$ cat src/rtl/temp_to_rgb_duty_mapper_assert.svh
// Assertion macros for the colour mapper.
`ifndef TEMP_TO_RGB_DUTY_MAPPER_ASSERT_SVH
`define TEMP_TO_RGB_DUTY_MAPPER_ASSERT_SVH

// Consequent holds in the same cycle as the antecedent.
`define TTRGB_ASSERT_NOW(label, clk, rst_n, ante, cons) \
  label: assert property (@(posedge clk) disable iff (!rst_n) (ante) |-> (cons)) \
    else $error("ttrgb: property failed");

// Consequent holds in the cycle after the antecedent.
`define TTRGB_ASSERT_NEXT(label, clk, rst_n, ante, cons) \
  label: assert property (@(posedge clk) disable iff (!rst_n) (ante) |=> (cons)) \
    else $error("ttrgb: property failed");

`endif

$ cat src/rtl/ttrgb_pkg.sv
`default_nettype none
package ttrgb_pkg;

  localparam int unsigned SAMPLE_W = 10;
  localparam int unsigned TEMP_W   = 10;
  localparam int unsigned DUTY_W   = 10;
  localparam int unsigned SCALE_W  = 16;
  localparam int unsigned NUM_W    = 16;
  localparam int unsigned SAMPLE_MAX = 1023;

  localparam logic [SCALE_W-1:0] TEMP_SCALE_RST = 16'd21119;
  localparam logic [DUTY_W-1:0]  DUTY_FULL      = 10'd1023;

  localparam int unsigned RED_LO     = 45;
  localparam int unsigned RED_HI     = 90;
  localparam int unsigned GREEN_LO   = 15;
  localparam int unsigned GREEN_PEAK = 35;
  localparam int unsigned GREEN_HI   = 75;
  localparam int unsigned BLUE_HI    = 45;

  localparam int unsigned SLOPE_UP   = 1022;
  localparam int unsigned SLOPE_DOWN = 1023;

  localparam int unsigned DIV_RED   = 45;
  localparam int unsigned DIV_GREEN = 20;
  localparam int unsigned DIV_BLUE  = 45;

  localparam logic [NUM_W-1:0] RECIP_RED   = NUM_W'((2 ** NUM_W) / DIV_RED);
  localparam logic [NUM_W-1:0] RECIP_GREEN = NUM_W'((2 ** NUM_W) / DIV_GREEN);
  localparam logic [NUM_W-1:0] RECIP_BLUE  = NUM_W'((2 ** NUM_W) / DIV_BLUE);

  localparam int unsigned QPTR_W      = 1;
  localparam int unsigned QUEUE_DEPTH = 2 ** QPTR_W;

  typedef enum logic [2:0] {
    BE_IDLE,
    BE_AVG_EST,
    BE_AVG_FIX,
    BE_SCALE,
    BE_RAMP_NUM,
    BE_RAMP_EST,
    BE_RAMP_FIX
  } be_state_e;

endpackage
`default_nettype wire

$ cat src/rtl/ttrgb_sample_if.sv
`default_nettype none
interface ttrgb_sample_if;
  logic                             valid;
  logic                             ready;
  logic [ttrgb_pkg::SAMPLE_W-1:0]   sample;

  modport source (output valid, output sample, input ready);
  modport sink   (input valid, input sample, output ready);
endinterface
`default_nettype wire

$ cat src/rtl/ttrgb_result_if.sv
`default_nettype none
interface ttrgb_result_if;
  logic                           valid;
  logic                           ready;
  logic [ttrgb_pkg::TEMP_W-1:0]   temperature;
  logic [ttrgb_pkg::DUTY_W-1:0]   red_duty;
  logic [ttrgb_pkg::DUTY_W-1:0]   green_duty;
  logic [ttrgb_pkg::DUTY_W-1:0]   blue_duty;

  modport source (output valid, output temperature, output red_duty, output green_duty,
                  output blue_duty, input ready);
  modport sink   (input valid, input temperature, input red_duty, input green_duty,
                  input blue_duty, output ready);
endinterface
`default_nettype wire

$ cat src/rtl/ttrgb_cfg_if.sv
`default_nettype none
interface ttrgb_cfg_if;
  logic                            valid;
  logic                            ready;
  logic [ttrgb_pkg::SCALE_W-1:0]   temp_scale;

  modport source (output valid, output temp_scale, input ready);
  modport sink   (input valid, input temp_scale, output ready);
endinterface
`default_nettype wire

$ cat src/rtl/temp_to_rgb_duty_mapper.sv
// Each block sum goes through a 2-entry queue and the back end states AVG_EST, AVG_FIX,
// SCALE, RAMP_NUM, RAMP_EST, RAMP_FIX (held while the output stalls) to the output.
// One sample per cycle while the queue has room; the back end takes a block at a time.
// Reset (asynchronous, active low) clears the block sum and count, the queue and the
// sequencer, and sets temp_scale to 21119; no clearing pass follows.
`default_nettype none
`include "temp_to_rgb_duty_mapper_assert.svh"
module temp_to_rgb_duty_mapper #(
  parameter int unsigned SAMPLES_PER_AVERAGE = 8
) (
  input  wire logic       clk_i,
  input  wire logic       rst_ni,
  ttrgb_cfg_if.sink       cfg_i,
  ttrgb_sample_if.sink    sample_i,
  ttrgb_result_if.source  result_o
);
  import ttrgb_pkg::*;

  localparam int unsigned SUM_W = $clog2(SAMPLES_PER_AVERAGE * SAMPLE_MAX + 1);

  logic [SCALE_W-1:0] temp_scale_q;
  logic               push_valid, push_ready;
  logic [SUM_W-1:0]   push_sum;
  logic               pop_valid, pop_ready;
  logic [SUM_W-1:0]   pop_sum;
  logic               push_stall;
  logic               hot_result, hot_duties;

  assign cfg_i.ready = 1'b1;

  always_ff @(posedge clk_i or negedge rst_ni) begin
    if (!rst_ni) begin
      temp_scale_q <= TEMP_SCALE_RST;
    end else if (cfg_i.valid) begin
      temp_scale_q <= cfg_i.temp_scale;
    end
  end

  ttrgb_front #(
    .SAMPLES_PER_AVERAGE (SAMPLES_PER_AVERAGE),
    .SUM_W               (SUM_W)
  ) u_front (
    .clk_i        (clk_i),
    .rst_ni       (rst_ni),
    .sample_i     (sample_i),
    .push_valid_o (push_valid),
    .push_ready_i (push_ready),
    .push_sum_o   (push_sum)
  );

  ttrgb_queue #(
    .WIDTH (SUM_W)
  ) u_queue (
    .clk_i        (clk_i),
    .rst_ni       (rst_ni),
    .push_valid_i (push_valid),
    .push_ready_o (push_ready),
    .push_data_i  (push_sum),
    .pop_valid_o  (pop_valid),
    .pop_ready_i  (pop_ready),
    .pop_data_o   (pop_sum)
  );

  ttrgb_back #(
    .SAMPLES_PER_AVERAGE (SAMPLES_PER_AVERAGE),
    .SUM_W               (SUM_W)
  ) u_back (
    .clk_i        (clk_i),
    .rst_ni       (rst_ni),
    .pop_valid_i  (pop_valid),
    .pop_ready_o  (pop_ready),
    .pop_sum_i    (pop_sum),
    .temp_scale_i (temp_scale_q),
    .result_o     (result_o)
  );

  assign push_stall = push_valid && !push_ready;
  assign hot_result = result_o.valid && result_o.temperature > TEMP_W'(RED_HI);
  assign hot_duties = result_o.red_duty == DUTY_FULL && result_o.green_duty == '0
                      && result_o.blue_duty == '0;

  `TTRGB_ASSERT_NOW(a_full_queue_stalls_input, clk_i, rst_ni, push_stall, !sample_i.ready)
  `TTRGB_ASSERT_NEXT(a_one_block_at_a_time, clk_i, rst_ni, pop_valid && pop_ready, !pop_ready)
  `TTRGB_ASSERT_NOW(a_hot_colours, clk_i, rst_ni, hot_result, hot_duties)

endmodule
`default_nettype wire

$ cat src/rtl/ttrgb_front.sv
`default_nettype none
module ttrgb_front #(
  parameter int unsigned SAMPLES_PER_AVERAGE = 8,
  parameter int unsigned SUM_W               = 13
) (
  input  wire logic             clk_i,
  input  wire logic             rst_ni,
  ttrgb_sample_if.sink          sample_i,
  output logic                  push_valid_o,
  input  wire logic             push_ready_i,
  output logic [SUM_W-1:0]      push_sum_o
);
  import ttrgb_pkg::*;

  localparam int unsigned CNT_W = $clog2(SAMPLES_PER_AVERAGE);
  localparam logic [CNT_W-1:0] CNT_LAST = CNT_W'(SAMPLES_PER_AVERAGE - 1);

  logic [CNT_W-1:0] count_q, count_d;
  logic [SUM_W-1:0] sum_q, sum_d;
  logic             last;
  logic             xfer;

  assign last           = (count_q == CNT_LAST);
  assign sample_i.ready = !last || push_ready_i;
  assign xfer           = sample_i.valid && sample_i.ready;
  assign push_valid_o   = sample_i.valid && last;
  assign push_sum_o     = sum_q + SUM_W'(sample_i.sample);

  always_comb begin
    count_d = count_q;
    sum_d   = sum_q;
    if (xfer) begin
      if (last) begin
        count_d = '0;
        sum_d   = '0;
      end else begin
        count_d = count_q + CNT_W'(1);
        sum_d   = push_sum_o;
      end
    end
  end

  always_ff @(posedge clk_i or negedge rst_ni) begin
    if (!rst_ni) begin
      count_q <= '0;
      sum_q   <= '0;
    end else begin
      count_q <= count_d;
      sum_q   <= sum_d;
    end
  end

endmodule
`default_nettype wire

$ cat src/rtl/ttrgb_queue.sv
`default_nettype none
module ttrgb_queue #(
  parameter int unsigned WIDTH = 13
) (
  input  wire logic              clk_i,
  input  wire logic              rst_ni,
  input  wire logic              push_valid_i,
  output logic                   push_ready_o,
  input  wire logic [WIDTH-1:0]  push_data_i,
  output logic                   pop_valid_o,
  input  wire logic              pop_ready_i,
  output logic [WIDTH-1:0]       pop_data_o
);
  import ttrgb_pkg::*;

  localparam logic [QPTR_W:0] FILL_FULL = (QPTR_W + 1)'(QUEUE_DEPTH);

  logic [WIDTH-1:0]  mem_q [QUEUE_DEPTH];
  logic [QPTR_W-1:0] wr_ptr_q, rd_ptr_q;
  logic [QPTR_W:0]   fill_q, fill_d;
  logic              push, pop;

  assign push_ready_o = (fill_q != FILL_FULL);
  assign pop_valid_o  = (fill_q != '0);
  assign pop_data_o   = mem_q[rd_ptr_q];
  assign push         = push_valid_i && push_ready_o;
  assign pop          = pop_valid_o && pop_ready_i;

  always_comb begin
    fill_d = fill_q;
    if (push && !pop) begin
      fill_d = fill_q + (QPTR_W + 1)'(1);
    end else if (pop && !push) begin
      fill_d = fill_q - (QPTR_W + 1)'(1);
    end
  end

  always_ff @(posedge clk_i or negedge rst_ni) begin
    if (!rst_ni) begin
      wr_ptr_q <= '0;
      rd_ptr_q <= '0;
      fill_q   <= '0;
    end else begin
      fill_q <= fill_d;
      if (push) begin
        wr_ptr_q <= wr_ptr_q + QPTR_W'(1);
      end
      if (pop) begin
        rd_ptr_q <= rd_ptr_q + QPTR_W'(1);
      end
    end
  end

  always_ff @(posedge clk_i) begin
    if (push) begin
      mem_q[wr_ptr_q] <= push_data_i;
    end
  end

endmodule
`default_nettype wire

$ cat src/rtl/ttrgb_back.sv
`default_nettype none
module ttrgb_back #(
  parameter int unsigned SAMPLES_PER_AVERAGE = 8,
  parameter int unsigned SUM_W               = 13
) (
  input  wire logic                           clk_i,
  input  wire logic                           rst_ni,
  input  wire logic                           pop_valid_i,
  output logic                                pop_ready_o,
  input  wire logic [SUM_W-1:0]               pop_sum_i,
  input  wire logic [ttrgb_pkg::SCALE_W-1:0]  temp_scale_i,
  ttrgb_result_if.source                      result_o
);
  import ttrgb_pkg::*;

  localparam int unsigned PROD_W  = 2 * SUM_W;
  localparam logic [SUM_W-1:0] AVG_MUL = SUM_W'((2 ** SUM_W) / SAMPLES_PER_AVERAGE);
  localparam logic [SUM_W-1:0] AVG_DIV = SUM_W'(SAMPLES_PER_AVERAGE);
  localparam int unsigned SPROD_W = SAMPLE_W + SCALE_W;
  localparam int unsigned RPROD_W = 2 * NUM_W;

  be_state_e state_q, state_d;
  logic      load_out;

  logic [SUM_W-1:0]    sum_q;
  logic [SAMPLE_W-1:0] avg_q;
  logic [TEMP_W-1:0]   temp_q;
  logic [NUM_W-1:0]    r_num_q, g_num_q, b_num_q;
  logic [DUTY_W-1:0]   r_est_q, g_est_q, b_est_q;
  logic                out_valid_q;
  logic [TEMP_W-1:0]   out_temp_q;
  logic [DUTY_W-1:0]   out_red_q, out_green_q, out_blue_q;

  logic [PROD_W-1:0]   avg_prod;
  logic [SUM_W-1:0]    avg_rem;
  logic [SAMPLE_W-1:0] avg_fix;
  logic [SPROD_W-1:0]  scaled;
  logic [NUM_W-1:0]    r_num_d, g_num_d, b_num_d, g_dn;
  logic [RPROD_W-1:0]  r_prod, g_prod, b_prod;
  logic [NUM_W-1:0]    r_rem, g_rem, b_rem;
  logic [DUTY_W-1:0]   r_quo, g_quo, b_quo;
  logic [DUTY_W-1:0]   red_d, green_d, blue_d;

  // Block average: reciprocal estimate, then one correction step
  assign avg_prod = PROD_W'(sum_q) * PROD_W'(AVG_MUL);
  assign avg_rem  = sum_q - SUM_W'(avg_q) * AVG_DIV;
  assign avg_fix  = (avg_rem >= AVG_DIV) ? avg_q + SAMPLE_W'(1) : avg_q;

  assign scaled = SPROD_W'(avg_q) * SPROD_W'(temp_scale_i);

  always_comb begin
    r_num_d = '0;
    g_num_d = '0;
    b_num_d = '0;
    g_dn    = NUM_W'(temp_q - TEMP_W'(GREEN_PEAK)) * NUM_W'(SLOPE_DOWN);
    if (temp_q >= TEMP_W'(RED_LO) && temp_q <= TEMP_W'(RED_HI)) begin
      r_num_d = NUM_W'(temp_q - TEMP_W'(RED_LO)) * NUM_W'(SLOPE_UP);
    end
    if (temp_q > TEMP_W'(GREEN_LO) && temp_q <= TEMP_W'(GREEN_PEAK)) begin
      g_num_d = NUM_W'(temp_q - TEMP_W'(GREEN_LO)) * NUM_W'(SLOPE_UP);
    end else if (temp_q > TEMP_W'(GREEN_PEAK) && temp_q <= TEMP_W'(GREEN_HI)) begin
      g_num_d = g_dn >> 1;
    end
    if (temp_q <= TEMP_W'(BLUE_HI)) begin
      b_num_d = NUM_W'(temp_q) * NUM_W'(SLOPE_DOWN);
    end
  end

  assign r_prod = RPROD_W'(r_num_q) * RPROD_W'(RECIP_RED);
  assign g_prod = RPROD_W'(g_num_q) * RPROD_W'(RECIP_GREEN);
  assign b_prod = RPROD_W'(b_num_q) * RPROD_W'(RECIP_BLUE);

  assign r_rem = r_num_q - NUM_W'(r_est_q) * NUM_W'(DIV_RED);
  assign g_rem = g_num_q - NUM_W'(g_est_q) * NUM_W'(DIV_GREEN);
  assign b_rem = b_num_q - NUM_W'(b_est_q) * NUM_W'(DIV_BLUE);
  assign r_quo = (r_rem >= NUM_W'(DIV_RED))   ? r_est_q + DUTY_W'(1) : r_est_q;
  assign g_quo = (g_rem >= NUM_W'(DIV_GREEN)) ? g_est_q + DUTY_W'(1) : g_est_q;
  assign b_quo = (b_rem >= NUM_W'(DIV_BLUE))  ? b_est_q + DUTY_W'(1) : b_est_q;

  always_comb begin
    if (temp_q < TEMP_W'(RED_LO)) begin
      red_d = '0;
    end else if (temp_q <= TEMP_W'(RED_HI)) begin
      red_d = r_quo + DUTY_W'(1);
    end else begin
      red_d = DUTY_FULL;
    end
    if (temp_q <= TEMP_W'(GREEN_LO)) begin
      green_d = '0;
    end else if (temp_q <= TEMP_W'(GREEN_PEAK)) begin
      green_d = g_quo + DUTY_W'(1);
    end else if (temp_q <= TEMP_W'(GREEN_HI)) begin
      green_d = DUTY_FULL - g_quo;
    end else begin
      green_d = '0;
    end
    if (temp_q <= TEMP_W'(BLUE_HI)) begin
      blue_d = DUTY_FULL - b_quo;
    end else begin
      blue_d = '0;
    end
  end

  always_comb begin
    state_d     = state_q;
    pop_ready_o = 1'b0;
    load_out    = 1'b0;
    unique case (state_q)
      BE_IDLE: begin
        pop_ready_o = 1'b1;
        if (pop_valid_i) begin
          state_d = BE_AVG_EST;
        end
      end
      BE_AVG_EST:  state_d = BE_AVG_FIX;
      BE_AVG_FIX:  state_d = BE_SCALE;
      BE_SCALE:    state_d = BE_RAMP_NUM;
      BE_RAMP_NUM: state_d = BE_RAMP_EST;
      BE_RAMP_EST: state_d = BE_RAMP_FIX;
      BE_RAMP_FIX: begin
        if (!out_valid_q || result_o.ready) begin
          load_out = 1'b1;
          state_d  = BE_IDLE;
        end
      end
      default: state_d = BE_IDLE;
    endcase
  end

  always_ff @(posedge clk_i or negedge rst_ni) begin
    if (!rst_ni) begin
      state_q     <= BE_IDLE;
      out_valid_q <= 1'b0;
    end else begin
      state_q <= state_d;
      if (load_out) begin
        out_valid_q <= 1'b1;
      end else if (result_o.ready) begin
        out_valid_q <= 1'b0;
      end
    end
  end

  always_ff @(posedge clk_i) begin
    case (state_q)
      BE_IDLE: begin
        if (pop_valid_i) begin
          sum_q <= pop_sum_i;
        end
      end
      BE_AVG_EST: avg_q  <= avg_prod[SUM_W +: SAMPLE_W];
      BE_AVG_FIX: avg_q  <= avg_fix;
      BE_SCALE:   temp_q <= scaled[SCALE_W +: TEMP_W];
      BE_RAMP_NUM: begin
        r_num_q <= r_num_d;
        g_num_q <= g_num_d;
        b_num_q <= b_num_d;
      end
      BE_RAMP_EST: begin
        r_est_q <= r_prod[NUM_W +: DUTY_W];
        g_est_q <= g_prod[NUM_W +: DUTY_W];
        b_est_q <= b_prod[NUM_W +: DUTY_W];
      end
      default: ;
    endcase
    if (load_out) begin
      out_temp_q  <= temp_q;
      out_red_q   <= red_d;
      out_green_q <= green_d;
      out_blue_q  <= blue_d;
    end
  end

  assign result_o.valid       = out_valid_q;
  assign result_o.temperature = out_temp_q;
  assign result_o.red_duty    = out_red_q;
  assign result_o.green_duty  = out_green_q;
  assign result_o.blue_duty   = out_blue_q;

endmodule
`default_nettype wire

$ cat src/flat_wrapper.sv
// flat-port wrapper written by rule: the top's interface ports become plain ports
module temp_to_rgb_duty_mapper_flat import ttrgb_pkg::*;
#(
  parameter int unsigned SAMPLES_PER_AVERAGE = 8
)
  (clk_i, rst_ni, cfg_i_valid, cfg_i_temp_scale, cfg_i_ready, sample_i_valid, sample_i_sample, sample_i_ready, result_o_valid, result_o_temperature, result_o_red_duty, result_o_green_duty, result_o_blue_duty, result_o_ready);
  ttrgb_cfg_if cfg_i_i ();
  ttrgb_sample_if sample_i_i ();
  ttrgb_result_if result_o_i ();
  input  wire logic clk_i;
  input  wire logic rst_ni;
  input wire logic [$bits(cfg_i_i.valid)-1:0] cfg_i_valid;
  input wire logic [$bits(cfg_i_i.temp_scale)-1:0] cfg_i_temp_scale;
  output wire logic [$bits(cfg_i_i.ready)-1:0] cfg_i_ready;
  input wire logic [$bits(sample_i_i.valid)-1:0] sample_i_valid;
  input wire logic [$bits(sample_i_i.sample)-1:0] sample_i_sample;
  output wire logic [$bits(sample_i_i.ready)-1:0] sample_i_ready;
  output wire logic [$bits(result_o_i.valid)-1:0] result_o_valid;
  output wire logic [$bits(result_o_i.temperature)-1:0] result_o_temperature;
  output wire logic [$bits(result_o_i.red_duty)-1:0] result_o_red_duty;
  output wire logic [$bits(result_o_i.green_duty)-1:0] result_o_green_duty;
  output wire logic [$bits(result_o_i.blue_duty)-1:0] result_o_blue_duty;
  input wire logic [$bits(result_o_i.ready)-1:0] result_o_ready;
  assign cfg_i_i.valid = cfg_i_valid;
  assign cfg_i_i.temp_scale = cfg_i_temp_scale;
  assign cfg_i_ready = cfg_i_i.ready;
  assign sample_i_i.valid = sample_i_valid;
  assign sample_i_i.sample = sample_i_sample;
  assign sample_i_ready = sample_i_i.ready;
  assign result_o_valid = result_o_i.valid;
  assign result_o_temperature = result_o_i.temperature;
  assign result_o_red_duty = result_o_i.red_duty;
  assign result_o_green_duty = result_o_i.green_duty;
  assign result_o_blue_duty = result_o_i.blue_duty;
  assign result_o_i.ready = result_o_ready;
  temp_to_rgb_duty_mapper #(.SAMPLES_PER_AVERAGE(SAMPLES_PER_AVERAGE)) u_core (.clk_i(clk_i), .rst_ni(rst_ni), .cfg_i(cfg_i_i), .sample_i(sample_i_i), .result_o(result_o_i));
endmodule
$ cat config.mk
export PLATFORM = sky130hd
export DESIGN_NAME = temp_to_rgb_duty_mapper_flat
export DESIGN_NICKNAME = d
export VERILOG_FILES = /design/src/rtl/ttrgb_pkg.sv /design/src/rtl/ttrgb_sample_if.sv /design/src/rtl/ttrgb_result_if.sv /design/src/rtl/ttrgb_cfg_if.sv /design/src/rtl/temp_to_rgb_duty_mapper.sv /design/src/rtl/ttrgb_front.sv /design/src/rtl/ttrgb_queue.sv /design/src/rtl/ttrgb_back.sv /design/src/flat_wrapper.sv
export VERILOG_INCLUDE_DIRS = /design/src /design/src/rtl
export SDC_FILE = /design/constraint.sdc
export NUM_CORES = 2
export LEC_CHECK = 0
export ABC_AREA = 1
export BUFFER_PORTS_ARGS = -buffer_cell sky130_fd_sc_hd__clkbuf_2
export CAP_MARGIN = 20
export CORE_MARGIN = 2
export CORE_UTILIZATION = 54
export DETAILED_ROUTE_END_ITERATION = 10
export GPL_TIMING_DRIVEN = 1
export PLACE_DENSITY = 0.7
export SLEW_MARGIN = 5
export SYNTH_ARGS = -nofsm -noshare
export SYNTH_HDL_FRONTEND = slang
export SYNTH_HIERARCHICAL = 1
export SYNTH_SLANG_ARGS = --single-unit
$ cat constraint.sdc
create_clock -name clk_i -period 15.7 [get_ports clk_i]
set_input_delay 0.785 -clock clk_i [delete_from_list [all_inputs] [get_ports clk_i]]
set_output_delay 0.785 -clock clk_i [all_outputs]
set_load 0.01 [all_outputs]
=== Yosys cells after proc, flatten, opt, wreduce, memory -nomap -nowiden ===
Memory sizes are Yosys's and may differ from the RTL's. A register that Yosys moved wholly into a read port is not among the register bits.
Cells that the tools add are included.

* Register bits after elaboration: 178
* Bits in latches: 0
* Bits in writable memories: 26
* Bits in read-only memories: 0
* Bits of input ports: 31
* Word-level logic and storage cells: 128
* Memories kept: 1

{| class="wikitable"
|+ Memory list
! name !! words !! width !! rd ports !! clocked after Yosys merged registers in !! wr ports !! RTL line !! source
|-
| u_core.u_queue.mem_q || 2 || 13 || 1 || 1 || 1 || ttrgb_queue.sv:18 || <nowiki>logic [WIDTH-1:0] mem_q [QUEUE_DEPTH];</nowiki>
|}

* Add/sub/neg operators: 21
* Multiply operators: 11
* Div/mod/pow operators: 0
* Magnitude comparators: 13
* Eq/ne operators: 11
* Shift-type cells: 0
* Muxes and demuxes: 24
* Bitwise gates (word level): 1
* Reduce and logical (&&, ||, !) cells: 24

{| class="wikitable"
|+ Operators with widths
! cell !! number
|-
| 10-bit two-way mux || 7
|-
| 10-bit by 1-bit adder with 10-bit output, second input constant || 6
|-
| 16-bit by 7-bit multiplier with 22-bit output, second input constant || 2
|-
| 16-bit by 6-bit greater-or-equal comparator with 1-bit output, second input constant || 2
|-
| 10-bit by 6-bit multiplier with 16-bit output, second input constant || 2
|-
| 16-bit by 9-bit multiplier with 15-bit output, second input constant || 2
|-
| 16-bit subtractor || 2
|-
| 10-bit by 16-bit multiplier with 26-bit output || 1
|-
| 16-bit by 10-bit multiplier with 24-bit output, second input constant || 1
|-
| 10-bit by 6-bit subtractor with 11-bit output, second input constant || 2
|-
| 3-bit case mux with 7 select lines || 1
|-
| 10-bit by 6-bit <= comparator with 1-bit output, second input constant || 2
|-
| 10-bit by 7-bit <= comparator with 1-bit output, second input constant || 2
|-
| 10-bit case mux with 2 select lines || 1
|-
| 10-bit subtractor, first input constant || 2
|-
| 16-bit by 5-bit greater-or-equal comparator with 1-bit output, second input constant || 1
|-
| 10-bit by 10-bit multiplier with 16-bit output, second input constant || 1
|-
| 11-bit by 11-bit multiplier with 16-bit output, second input constant || 1
|-
| 16-bit two-way mux || 1
|-
| 16-bit by 15-bit subtractor with 16-bit output || 1
|-
| 15-bit two-way mux || 1
|-
| 13-bit by 10-bit adder with 13-bit output || 1
|-
| 13-bit by 4-bit greater-or-equal comparator with 1-bit output, second input constant || 1
|-
| 10-bit by 3-bit multiplier with 13-bit output, second input constant || 1
|-
| other kinds (28) || 61
|}

=== Depth between registers and ports, before layout ===
* Word-level depth: 7
* Gate-level depth with buffers: 33
* Mapped depth without buffers: 33

=== Modules after synthesis ===
The synthesis kept the hierarchy.

{| class="wikitable"
|+ Modules (own cells, without submodules)
! module !! instances !! cells each !! area an instance (um^2)
|-
| ttrgb_back || 1 || 3790 || 31935.6
|-
| ttrgb_front || 1 || 198 || 1346.3
|-
| ttrgb_queue || 1 || 96 || 1166.1
|-
| temp_to_rgb_duty_mapper || 1 || 70 || 668.1
|}

=== Worst setup path after synthesis ===
OpenSTA, ideal clock, no wires.

* Kind: reg2reg
* Start point: reg u_core.u_back.temp_q[2]
* End point: reg u_core.u_back.g_num_q[14], data pin
* Library setup time: 263 ps
* Arrival time: 6137 ps
* Setup slack: 9300 ps
* Stages on the path, launching flop included: 30
* Buffers on the path: 1
* Clock period less this slack: 6400 ps
* Cell sequence: edfxtp_1 -> buf_2 -> inv_1 -> ha_1 -> a21oi_1 -> o21ai_0 -> a21oi_1 -> xor2_1 -> inv_1 -> fa_1 -> fa_1 -> inv_1 -> fa_1 -> inv_1 -> fa_1 -> inv_1 -> fa_1 -> ha_1 -> a21oi_1 -> o21ai_0 -> a21oi_1 -> nor2_1 -> nor2_1 -> o21bai_1 -> nand2_1 -> nand2_1 -> a21oi_1 -> a21oi_1 -> o21ai_0 -> o21ai_0

* Cells in the longest elaborated chain, start to end: 4

{| class="wikitable"
|+ Ends and longest elaborated chain
! what !! RTL line !! source
|-
| start, declared || ttrgb_back.sv:27 || <nowiki>logic [TEMP_W-1:0] temp_q;</nowiki>
|-
| start signal, assigned || ttrgb_back.sv:153 || <nowiki>BE_SCALE: temp_q <= scaled[SCALE_W +: TEMP_W];</nowiki>
|-
| branches (longest 3 deep; another with 16-bit by 9-bit multiplier with 15-bit output) || n/a ||
|-
| 16-bit two-way mux (*) || ttrgb_back.sv:59 || <nowiki>if (temp_q > TEMP_W'(GREEN_LO) && temp_q <= TEMP_W'(GREEN_PEAK)) begin</nowiki>
|-
| net u_core.u_back.g_num_d[14] || ttrgb_back.sv:38 || <nowiki>logic [NUM_W-1:0] r_num_d, g_num_d, b_num_d, g_dn;</nowiki>
|-
| end signal, assigned || ttrgb_back.sv:156 || <nowiki>g_num_q <= g_num_d;</nowiki>
|-
| end, declared || ttrgb_back.sv:28 || <nowiki>logic [NUM_W-1:0] r_num_q, g_num_q, b_num_q;</nowiki>
|}

Mark *: on every way through the listed nets, which the timed path passes.
A chain may end at the register's enable or synchronous reset.

=== Final worst setup path ===
* Start point: reg u_core.u_back.temp_q[2]
* End point: reg u_core.u_back.g_num_q[13], data pin

The elaborated chain is that of the path after synthesis.

==> run_results.csv <==
group,metric,value,unit
global_routing,grtUsageTotal,0.227,
cells_and_area,final_nets,5164,
route,vias,25700,
floorplanning,num_rows,93,
cells_and_area,antenna_cells,0,
sta,rsz0062_at_grt,"false",
floorplanning,fp.dieH,258,µm
route,wl_per_cell,14.6,µm
sta,fin_crit_sh,0.461,
sta,whs,270,ps
cells_and_area,fill_cells,5861,
cells_and_area,syn_to_final_growth,6.13,%
yosys,postSynthCellCount,4139,
global_routing,overflow,0,
floorplanning,start_util,0.543,
clocking,cts.sinks,207,
global_routing,grt_start_max_net_pins,49,
sta,layout_min_cycle_time,7240,ps
cells_and_area,layout-drive-gt1-share,0.0572,
floorplanning,core_area,64200,µm²
clocking,postCtsHoldBufs,0,
clocking,cts_resized,0,
setup_path,cp_top_family,"adder cells",
placed_design,io_buffers,72,
job,max-cap-violations,0,
yosys,syn_nets,5113,
setup_path,worstPathBufferInverterCount,4,
setup_path,crit_path_max_incr_delay,760,ps
clocking,postCtsSetupBuffers,0,
placed_design,dpl_cell_area,36100,µm²
floorplanning,dieWidth,258,µm
floorplanning,ios,74,
clocking,cts.clk_slew.worst_paths,60,ps
route,first_iter_violations,1233,
clocking,insertion_delay,570,ps
setup_path,timing.critical_path.mode_cell,"o21ai_0",
yosys,synth_area,34900,µm²
clocking,htreeDepth,1,
clocking,cts_buffers,28,
setup_path,crit_path_max_fanout,15,
route,drtAntennaViolNets,0,
global_routing,grt_pass1_vias,26000,
setup_path,critPathKind,"flip-flop to flip-flop",
placed_design,gp_congestion,0.914,
sta,slew_violations,0,
route,first_pass_iters,7,
route,via_per_inst,5.07,
outcome,status,"completed",
setup_path,cp.arrival,7550,ps
route,wirelength,73800,µm
setup_path,endpoint_kind,"flip-flop",
clocking,cts_buffer_depth,3,
global_routing,grt_first_pass_wirelength,125000,µm
sta,tightestPinTransition,1090,ps
floorplanning,dieArea,66700,µm²
setup_path,crit_required,16010,ps
sta,finalSetupViolCount,0,
min_path,holdCritPathClass,"input port to async pin",
sta,fin_setup_tns,0,ps
sta,max_freq,138,MHz
sta,slew-limit-headroom,0.276,
clocking,cts_tree,"done",
sta,finalHoldViolCount,0,
cells_and_area,final_cell_area,37000,µm²
cells_and_area,fin_util,0.577,
route,route.detailed.drc,0,
yosys,yosys_warnings,6,
sta,fin_skew,10.1,ps
yosys,syn_avg_cell_area,8.43,µm²
clocking,root_buffer,"clkbuf_16",
setup_path,crit_slowest_cell,"edfxtp_1",
setup_path,start_kind,"flip-flop",
global_routing,antenna_found_initial,0,
placed_design,dpl.hpwl,62000,µm
-- worst paths after layout --
check / start / end / slack, ps / cells past startpoint
hold / removal: rst_ni / u_core/temp_scale_q[15] / 270 / 2
min in group clk_i: cfg_i_temp_scale[12] / u_core/temp_scale_q[12] / 390 / 3
setup reg to reg: u_core/u_back/temp_q[2] / u_core/u_back/g_num_q[13] / 8460 / 26
hold reg to reg: u_core/u_front/sum_q[9] / u_core/u_front/sum_q[9] / 490 / 2
setup / recovery: u_core/u_back/temp_q[2] / u_core/u_back/g_num_q[13] / 8460 / 26
max in group asynchronous: rst_ni / u_core/temp_scale_q[9] / 15060 / 2
-- final cells by class --
class                           instances  area, µm²  area share
Clock buffer                           34        723      0.0195
Clock inverter                         17        189     0.00510
Inverter                             1065       4000       0.108
Multi-Input combinational cell       2811      24600       0.665
Sequential cell                       207       6030       0.163
Tap cell                              855       1070      0.0289
Timing Repair Buffer                   77        410      0.0111
-- stage by stage --
| step | setup WS [ps] | cells |
|---|---|---|
| final | 8460 | 5066 |
| after global routing | 8010 | 5066 |
| after CTS | 8450 | 5065 |
| after detailed placement | 8520 | 5014 |
| after global placement | 8660 | 5014 |
| after floorplan | 9300 | 4139 |
-- flip-flops by register name (all words and copies together), names as in the netlist, 13 cells and up --
name                   flops
u_core/temp_scale_q       16
u_core/u_back/b_num_q     16
u_core/u_back/g_num_q     16
u_core/u_back/r_num_q     15
u_core/u_front/sum_q      13
u_core/u_queue/mem_q      20
-- layout by cell type (no fill, tap or decap), types with 5 or more instances in the layout --
cell       count
a211oi_1       7
a21o_1         5
a21oi_1      176
a22o_1         5
a31oi_1        9
and2_1        11
clkbuf_1       6
clkbuf_16     28
clkbuf_2      72
dfrtp_1       30
dfstp_2       10
edfxtp_1     167
fa_1         446
ha_1         497
inv_1       1048
inv_2         15
nand2_1      781
nand2_2       42
nand3_1      125
nand3_2        9
nand4_1       45
nor2_1       200
nor2_2        10
nor2_4        14
nor3_1        30
o211ai_1       5
o21a_1         8
o21ai_0      108
o21ai_1       10
o21bai_1      20
o221ai_1       5
o22ai_1        7
o31ai_1        6
xnor2_1       69
xor2_1       112
-- routing by layer --
layer | vias to the layer above | routed length, µm | global-route usage
met2 | 472 | 35700 | 0.394
met4 | 0 | 1910 | 0.0581
met5 | - | 0 | 0
li1 | 12900 | - | -
met1 | 12200 | 33400 | 0.306
met3 | 101 | 2840 | 0.0230
Power is left out: the tool's default activity adds up to more than one toggle a clock period on the data nets, which glitch-free logic cannot reach.
